--- src/rtl/icmp_er_pkg.sv ---
`default_nettype none
// ----------------------------------------------------------------------------
// icmp_er_pkg
// shared types, constants and checksum arithmetic of the icmp echo responder
// ----------------------------------------------------------------------------
package icmp_er_pkg;

	localparam int BUF_BYTES = 2048;
	localparam int BUF_AW    = $clog2(BUF_BYTES);
	localparam int CNT_W     = BUF_AW + 1;

	localparam int Q_DEPTH = 4;
	localparam int Q_AW    = $clog2(Q_DEPTH);

	localparam logic [CNT_W-1:0] BUF_CNT   = CNT_W'(BUF_BYTES);
	localparam logic [CNT_W-1:0] MIN_LEN   = CNT_W'(28);
	localparam logic [CNT_W-1:0] ICMP_HDR  = CNT_W'(8);
	localparam logic [CNT_W-1:0] POS_PROTO = CNT_W'(9);
	localparam logic [CNT_W-1:0] POS_CK_HI = CNT_W'(10);
	localparam logic [CNT_W-1:0] POS_CK_LO = CNT_W'(11);
	localparam logic [CNT_W-1:0] POS_SRC   = CNT_W'(12);
	localparam logic [CNT_W-1:0] POS_DST   = CNT_W'(16);
	localparam logic [CNT_W-1:0] POS_AEND  = CNT_W'(20);
	localparam logic [CNT_W-1:0] ADDR_LEN  = CNT_W'(4);
	localparam logic [CNT_W-1:0] OFS_CK_HI = CNT_W'(2);
	localparam logic [CNT_W-1:0] OFS_CK_LO = CNT_W'(3);

	localparam logic [3:0] IP_VERSION    = 4'd4;
	localparam logic [3:0] MIN_IHL       = 4'd5;
	localparam logic [7:0] PROTO_ICMP    = 8'd1;
	localparam logic [7:0] ICMP_ECHO_REQ = 8'd8;

	typedef enum logic {
		OP_LOAD = 1'b0,
		OP_PULL = 1'b1
	} op_t;

	typedef enum logic [2:0] {
		OUT_BYTE  = 3'd0,
		OUT_READY = 3'd1,
		OUT_DROP  = 3'd2,
		OUT_OVFL  = 3'd3,
		OUT_NONE  = 3'd4
	} outcome_t;

	typedef enum logic {
		ST_RUN  = 1'b0,
		ST_READ = 1'b1
	} bk_state_t;

	typedef struct packed {
		op_t        op;
		logic [7:0] data;
		logic       last;
	} item_t;

	function automatic logic [15:0] ones_add(input logic [15:0] s, input logic [15:0] v);
		logic [16:0] t;
		t = {1'b0, s} + {1'b0, v};
		return t[16] ? (t[15:0] + 16'd1) : t[15:0];
	endfunction

endpackage
`default_nettype wire

--- src/rtl/icmp_er_front.sv ---
`default_nettype none
// ----------------------------------------------------------------------------
// icmp_er_front
// input side: takes stream transfers, classifies them and queues them
// ----------------------------------------------------------------------------
module icmp_er_front (
	input  wire                  clk,
	input  wire                  arst_n,
	input  wire                  s_axis_tvalid,
	output logic                 s_axis_tready,
	input  wire  [7:0]           s_axis_tdata,  // [7:0] data_byte
	input  wire                  s_axis_tlast,
	input  wire  [0:0]           s_axis_tuser,  // [0] cmd
	output logic                 head_valid,
	output icmp_er_pkg::item_t   head,
	input  wire                  pop
);

	icmp_er_pkg::item_t                 q_q [icmp_er_pkg::Q_DEPTH];
	logic [icmp_er_pkg::Q_AW-1:0]       wptr_q;
	logic [icmp_er_pkg::Q_AW-1:0]       rptr_q;
	logic [icmp_er_pkg::Q_AW:0]         cnt_q;
	logic                               push;
	logic                               do_pop;
	icmp_er_pkg::item_t                 in_item;

	always_comb begin
		in_item.op   = s_axis_tuser[0] ? icmp_er_pkg::OP_PULL : icmp_er_pkg::OP_LOAD;
		in_item.data = s_axis_tdata;
		in_item.last = s_axis_tlast;
	end

	assign s_axis_tready = (cnt_q != (icmp_er_pkg::Q_AW+1)'(icmp_er_pkg::Q_DEPTH));
	assign push          = s_axis_tvalid & s_axis_tready;
	assign head_valid    = (cnt_q != '0);
	assign do_pop        = pop & head_valid;
	assign head          = q_q[rptr_q];

	always_ff @(posedge clk) begin
		if (push) begin
			q_q[wptr_q] <= in_item;
		end
	end

	always_ff @(posedge clk or negedge arst_n) begin
		if (!arst_n) begin
			wptr_q <= '0;
			rptr_q <= '0;
			cnt_q  <= '0;
		end else begin
			if (push) begin
				wptr_q <= wptr_q + 1'b1;
			end
			if (do_pop) begin
				rptr_q <= rptr_q + 1'b1;
			end
			case ({push, do_pop})
				2'b10:   cnt_q <= cnt_q + 1'b1;
				2'b01:   cnt_q <= cnt_q - 1'b1;
				default: cnt_q <= cnt_q;
			endcase
		end
	end

endmodule
`default_nettype wire

--- config.mk ---
export PLATFORM = sky130hd
export DESIGN_NAME = icmp_er_front
export DESIGN_NICKNAME = d
export VERILOG_FILES = /design/src/rtl/icmp_er_pkg.sv /design/src/rtl/icmp_er_front.sv
export SDC_FILE = /design/constraint.sdc
export NUM_CORES = 1
export LEC_CHECK = 0
export ABC_AREA = 0
export ABC_CLOCK_PERIOD_IN_PS = 4900
export BUFFER_PORTS_ARGS = -buffer_cell sky130_fd_sc_hd__buf_2
export CAP_MARGIN = 20
export CORE_MARGIN = 5
export CORE_UTILIZATION = 35
export CTS_CLUSTER_SIZE = 40
export DETAILED_ROUTE_END_ITERATION = 16
export GPL_TIMING_DRIVEN = 0
export PLACE_DENSITY_LB_ADDON = 0.25
export SKIP_LAST_GASP = 1
export SLEW_MARGIN = 30
export SYNTH_ARGS = -nofsm -noshare
export SYNTH_HDL_FRONTEND = slang
export SYNTH_SLANG_ARGS = --single-unit
--- constraint.sdc ---
create_clock -name clk -period 4.9 [get_ports clk]
set_input_delay 0 -clock clk [delete_from_list [all_inputs] [get_ports clk]]
set_output_delay 0 -clock clk [all_outputs]
set_load 0.02 [all_outputs]
# Word-level counts from Yosys, hierarchy flattened

Memory sizes are Yosys's and may differ from the RTL's.
Cells that the tools add are included.

Add/subtract/negate cells: 4
Equal/unequal tests: 3
Mux-type cells: 4
Bitwise gates (word level): 2
Reductions and logical operators: 2

Operators with widths:

| kind                  | number |
|---|---|
| $pmux W3 S2           | 1 |
| $add A2 B1 Y2 const B | 2 |
| $add A3 B1 Y3 const B | 1 |
| $mux W1               | 3 |
| $ne A3 B3 Y1 const B  | 1 |
| $reduce_bool A3 Y1    | 1 |
| $sub A3 B1 Y3 const B | 1 |
| $and A1 B1 Y1         | 2 |
| $eq A2 B1 Y1 const B  | 1 |
| $eq A2 B2 Y1 const B  | 1 |
| $reduce_bool A2 Y1    | 1 |

Register bits after elaboration: 7
Memory bits (writable): 40
Output and inout bits: 12
Word-level logic and storage cells: 19
Memories kept: 1

Memories:

| name | depth | bits a word | read ports | clocked after Yosys merged registers in | write ports | line                | RTL |
|---|---|---|---|---|---|---|---|
| q_q  | 4     | 10          | 1          | 0                                       | 1           | icmp_er_front.sv:19 | `icmp_er_pkg::item_t q_q [icmp_er_pkg::Q_DEPTH];` |

# Logic depth before layout (Yosys ltp)

Depth after elaboration: 4
Depth in mapped cells: 9
Gate-level depth less buffers: 9

# Worst setup path after synthesis

OpenSTA, ideal clock, no wires.

Path kind: reg2reg
From: reg cnt_q[0] (netlist name)
To: reg cnt_q[2] (netlist name)
Arrival: 2.051 ns
Data required time: 4.821 ns
Path slack: 2.770 ns
Cell stages (with the launch flop): 10
Path buffers: 0
Clock period less this slack: 2.130 ns
Path through: dfrtp_1 > or3b_4 > and2_4 > inv_1 > ha_1 > inv_1 > fa_1 > xor2_1 > nor2_1 > xor2_1

Word-level cells in the longest chain between the ends: 4
Elaborated cells between the ends (all ways): 10
Those cells by class: add/sub (2); eq/ne (3); mux (1); bitwise (2); reduce/logical (2)

RTL lines:

| what                                                     | line                | RTL |
|---|---|---|
| start: declaration                                       | icmp_er_front.sv:22 | `logic [icmp_er_pkg::Q_AW:0] cnt_q;` |
| start signal: assignment                                 | icmp_er_front.sv:58 | `2'b10: cnt_q <= cnt_q + 1'b1;` |
| start signal: assignment                                 | icmp_er_front.sv:59 | `2'b01: cnt_q <= cnt_q - 1'b1;` |
| start signal: assignment                                 | icmp_er_front.sv:60 | `default: cnt_q <= cnt_q;` |
| $ne A3 B3 Y1 (*)                                         | icmp_er_front.sv:33 | `assign s_axis_tready = (cnt_q != (icmp_er_pkg::Q_AW+1)'(icmp_er_pkg::Q_DEPTH));` |
| via s_axis_tready                                        | icmp_er_front.sv:10 | `output logic s_axis_tready,` |
| $and A1 B1 Y1 (*)                                        | icmp_er_front.sv:34 | `assign push = s_axis_tvalid & s_axis_tready;` |
| $eq A2 B1 Y1 / $eq A2 B2 Y1 (equally long branches)      | icmp_er_front.sv:57 | `case ({push, do_pop})` |
| $pmux W3 S2 / $reduce_bool A2 Y1 (equally long branches) | -                   |  |

Mark *: on every way through the listed nets, which the timed path passes. The rest lies on a longest branch.
A chain may end at the register's enable or synchronous reset.

# Final worst setup path

From: reg cnt_q[0] (netlist name)
To: reg cnt_q[2] (netlist name)

Word-level cells in the longest chain between the ends: 4
Elaborated cells between the ends (all ways): 10
Those cells by class: add/sub (2); eq/ne (3); mux (1); bitwise (2); reduce/logical (2)

RTL lines:

| what                                                      | line |
|---|---|
| $ne A3 B3 Y1 / $reduce_bool A3 Y1 (equally long branches) | icmp_er_front.sv:33, icmp_er_front.sv:35 |
| $and A1 B1 Y1 (on tied branches)                          | icmp_er_front.sv:34, icmp_er_front.sv:36 |
| $eq A2 B1 Y1 / $eq A2 B2 Y1 (equally long branches)       | icmp_er_front.sv:57 |
| $pmux W3 S2 / $reduce_bool A2 Y1 (equally long branches)  | - |

Several ways; a longest one is shown, not always the timed one.

==> metrics <==
Global Route met2 Usage 0.1669; clock tree from TritonCTS yes; number of global-route vias before repair 1033; CP Data Required Time 5.11 ns; starting DRC count in detailed routing 47; detail-routed net length per standard cell 15.14 um; half-perimeter wire length after detailed placement 2115 um; transition at the pin with the smallest max-transition slack 0.6853 ns; Worst EP arrival 2.45 ns; H-tree depth 2; cell count after placement 184; leading cell types in the layout, fill and taps excluded sky130_fd_sc_hd__edfxtp_1, sky130_fd_sc_hd__buf_2, sky130_fd_sc_hd__dlygate4sd3_1; final RePlAce weighted congestion 0.7275; count of buffers from port buffering 25; register clock-pin slew on the reported worst setup and hold paths 0.08 ns; crit end category register; Longest Clk Path Bufs 2; number of flip-flops and latches in the synthesized netlist 47; initial antenna violation count 0; full die area 6898 um2; Pwr Density 565.9 nW/um2; skew final 0.006101 ns; worst slew margin relative to its limit 0.5431; Layout fillers 485; max-slew violations 0; growth of design area from synthesis to finish 22.17%; DRC Markers 0; Final Critical Period 2.239 ns; post-synthesis cell count 89; number of setup violations in the final report 0; initial core utilization 0.3634; pre-CTS WS 2.680 ns; global route total overflow 0; sum of negative setup slack 0 ns; via total after detailed routing 921; post-synthesis net count 109; sequential-to-total area share from yosys stat 0.7368; number of different library cells in the post-synthesis netlist 19; run status finished clean; clock latency at the later pin of the worst-skew pair 0.29 ns; largest net degree at the start of global routing 15; placeable core region 5140 um2; GRT Resource Usage Total 0.1000; net total in the final layout 152; global route hottest layer met2; first-pass detailed-route iteration total 4; most common library cell in the layout ignoring fill and taps sky130_fd_sc_hd__edfxtp_1; highest ir drop seen on vdd 0.2199 mV; category of the most critical setup path register to register; max frequency 0.4467 GHz; Yosys Warn Count 0; remaining antenna violation count 0; post-cts sizing count 0; number of vias per cell 4.537; antenna cells 0; met3 usage in global routing 0.03564; worst min path class input port to register; Max Fanout on Critical Path 6; clock tree root buffer cell sky130_fd_sc_hd__clkbuf_8; final WL 3074 um; global routing usage on met1 0.1191; final hold violation count 0; height of the chip 83.06 um; share of layout cells above drive strength 1 0.3910; leak pwr 0.8531 nW; global-route wire length before repair 5299 um; unrepaired setup endpoints after global routing no; Post-Synthesis Mean Instance Area 20.99 um2; final clock period utilization by the worst path 0.4569; total CTS buffers 5; count of clock tree sinks 47; fin cells 203; Max-Cap Viols 0; area of the mapped netlist 1868 um2; slack of the critical path 2.661 ns; Die X 83.06 um; I/O pin count 26; placement row count 26; kind of start point of the critical path register
-- registers in the layout, indices dropped and copies added (netlist names) --
register and flops:
q_q 40, wptr_q 2, cnt_q 3, rptr_q 2
-- cells in the mapped netlist (all sizes together) --
cell type  number  area share
fa              1       0.011
or3b            1      0.0060
xnor2           3       0.014
ha              5       0.033
mux4           10        0.12
mux2i           1      0.0054
edfxtp         40        0.64
and2            1      0.0047
dfrtp           7       0.094
inv             6       0.012
mux2            1      0.0080
clkbuf          1      0.0020
or3             1      0.0040
nand2           1      0.0020
o31a            1      0.0054
and3            4       0.016
buf             1      0.0027
nor2            1      0.0020
xor2            3       0.014
-- metal layers --
| layer | vias to the layer above | wire (um) |
|---|---|---|
| met5 | - | 0 |
| met4 | 0 | 46 |
| met3 | 6 | 139 |
| met2 | 20 | 1582 |
| met1 | 467 | 1305 |
| li1 | 428 | - |
-- worst max-delay path, stage by stage, from the launching register on --
cell	delay, ns
sky130_fd_sc_hd__dfrtp_1	0.44
sky130_fd_sc_hd__or3b_4	0.44
sky130_fd_sc_hd__and2_4	0.19
sky130_fd_sc_hd__inv_1	0.06
sky130_fd_sc_hd__ha_1	0.17
sky130_fd_sc_hd__inv_1	0.06
sky130_fd_sc_hd__fa_1	0.37
sky130_fd_sc_hd__xor2_1	0.15
sky130_fd_sc_hd__nor2_1	0.11
sky130_fd_sc_hd__xor2_1	0.17
-- logic make-up after synthesis --
kind of cell,Yosys count,synth area share
DFF,47,0.7368
muxes,12,0.1340
and+or+nand+nor,9,0.03483
buffers and inverters,8,0.01674
xor gates and xnor gates,6,0.02814
adders and majority gates,6,0.04421
AOI/OAI and AO/OA,1,0.005359
-- where the power goes --
part	internal [mW]	switching [mW]	leakage, nW	total (mW)
combinational	0.214	0.265	0.357	0.478
sequential	0.540	0.0434	0.448	0.583
clock	0.114	0.116	0.0482	0.230
-- area by class of cell --
| class | instances | area [um2] | share of cell area |
|---|---|---|---|
| Multi-Input combinational cell | 34 | 460.4 | 0.2018 |
| Tap cell | 70 | 87.58 | 0.03838 |
| Buffer | 2 | 8.758 | 0.003838 |
| Clock buffer | 7 | 86.33 | 0.03783 |
| Inverter | 6 | 22.52 | 0.009868 |
| Clock inverter | 1 | 5.005 | 0.002193 |
| Timing Repair Buffer | 36 | 235.2 | 0.1031 |
| Sequential cell | 47 | 1376 | 0.6031 |
-- metrics by stage --
stage / power (mW) / util / hold slack (ns) / area, um2
2_1_floorplan: 0.9336 / - / -0.2956 / 1868
3_3_place_gp: 1.058 / 0.4048 / -0.1565 / 2081
3_5_place_dp: 1.081 / 0.4048 / -0.1555 / 2081
4_1_cts: 1.320 / 0.4440 / 0.05288 / 2282
5_1_grt: 1.377 / 0.4440 / 0.07560 / 2282
6_report: 1.291 / 0.4440 / 0.05896 / 2282
-- worst paths after layout --
path	slack (ns)	to	cells past startpoint	start
min	0.06	rptr_q[0]	3	pop
max in group asynchronous	4.68	rptr_q[1]	2	arst_n
min in group asynchronous	0.07	cnt_q[0]	2	arst_n
max reg2reg	2.66	cnt_q[2]	9	cnt_q[0]
min reg2reg	0.54	cnt_q[2]	1	cnt_q[2]
max	2.66	cnt_q[2]	9	cnt_q[0]
-- repair_timing --
| action | in CTS | in global routing |
|---|---|---|
| setup buffers | 0 | 0 |
| endpoints found under the hold margin | 47 | 0 |
| hold buffers | 11 | 0 |
No activity file was read; power rests on OpenSTA's default activity.
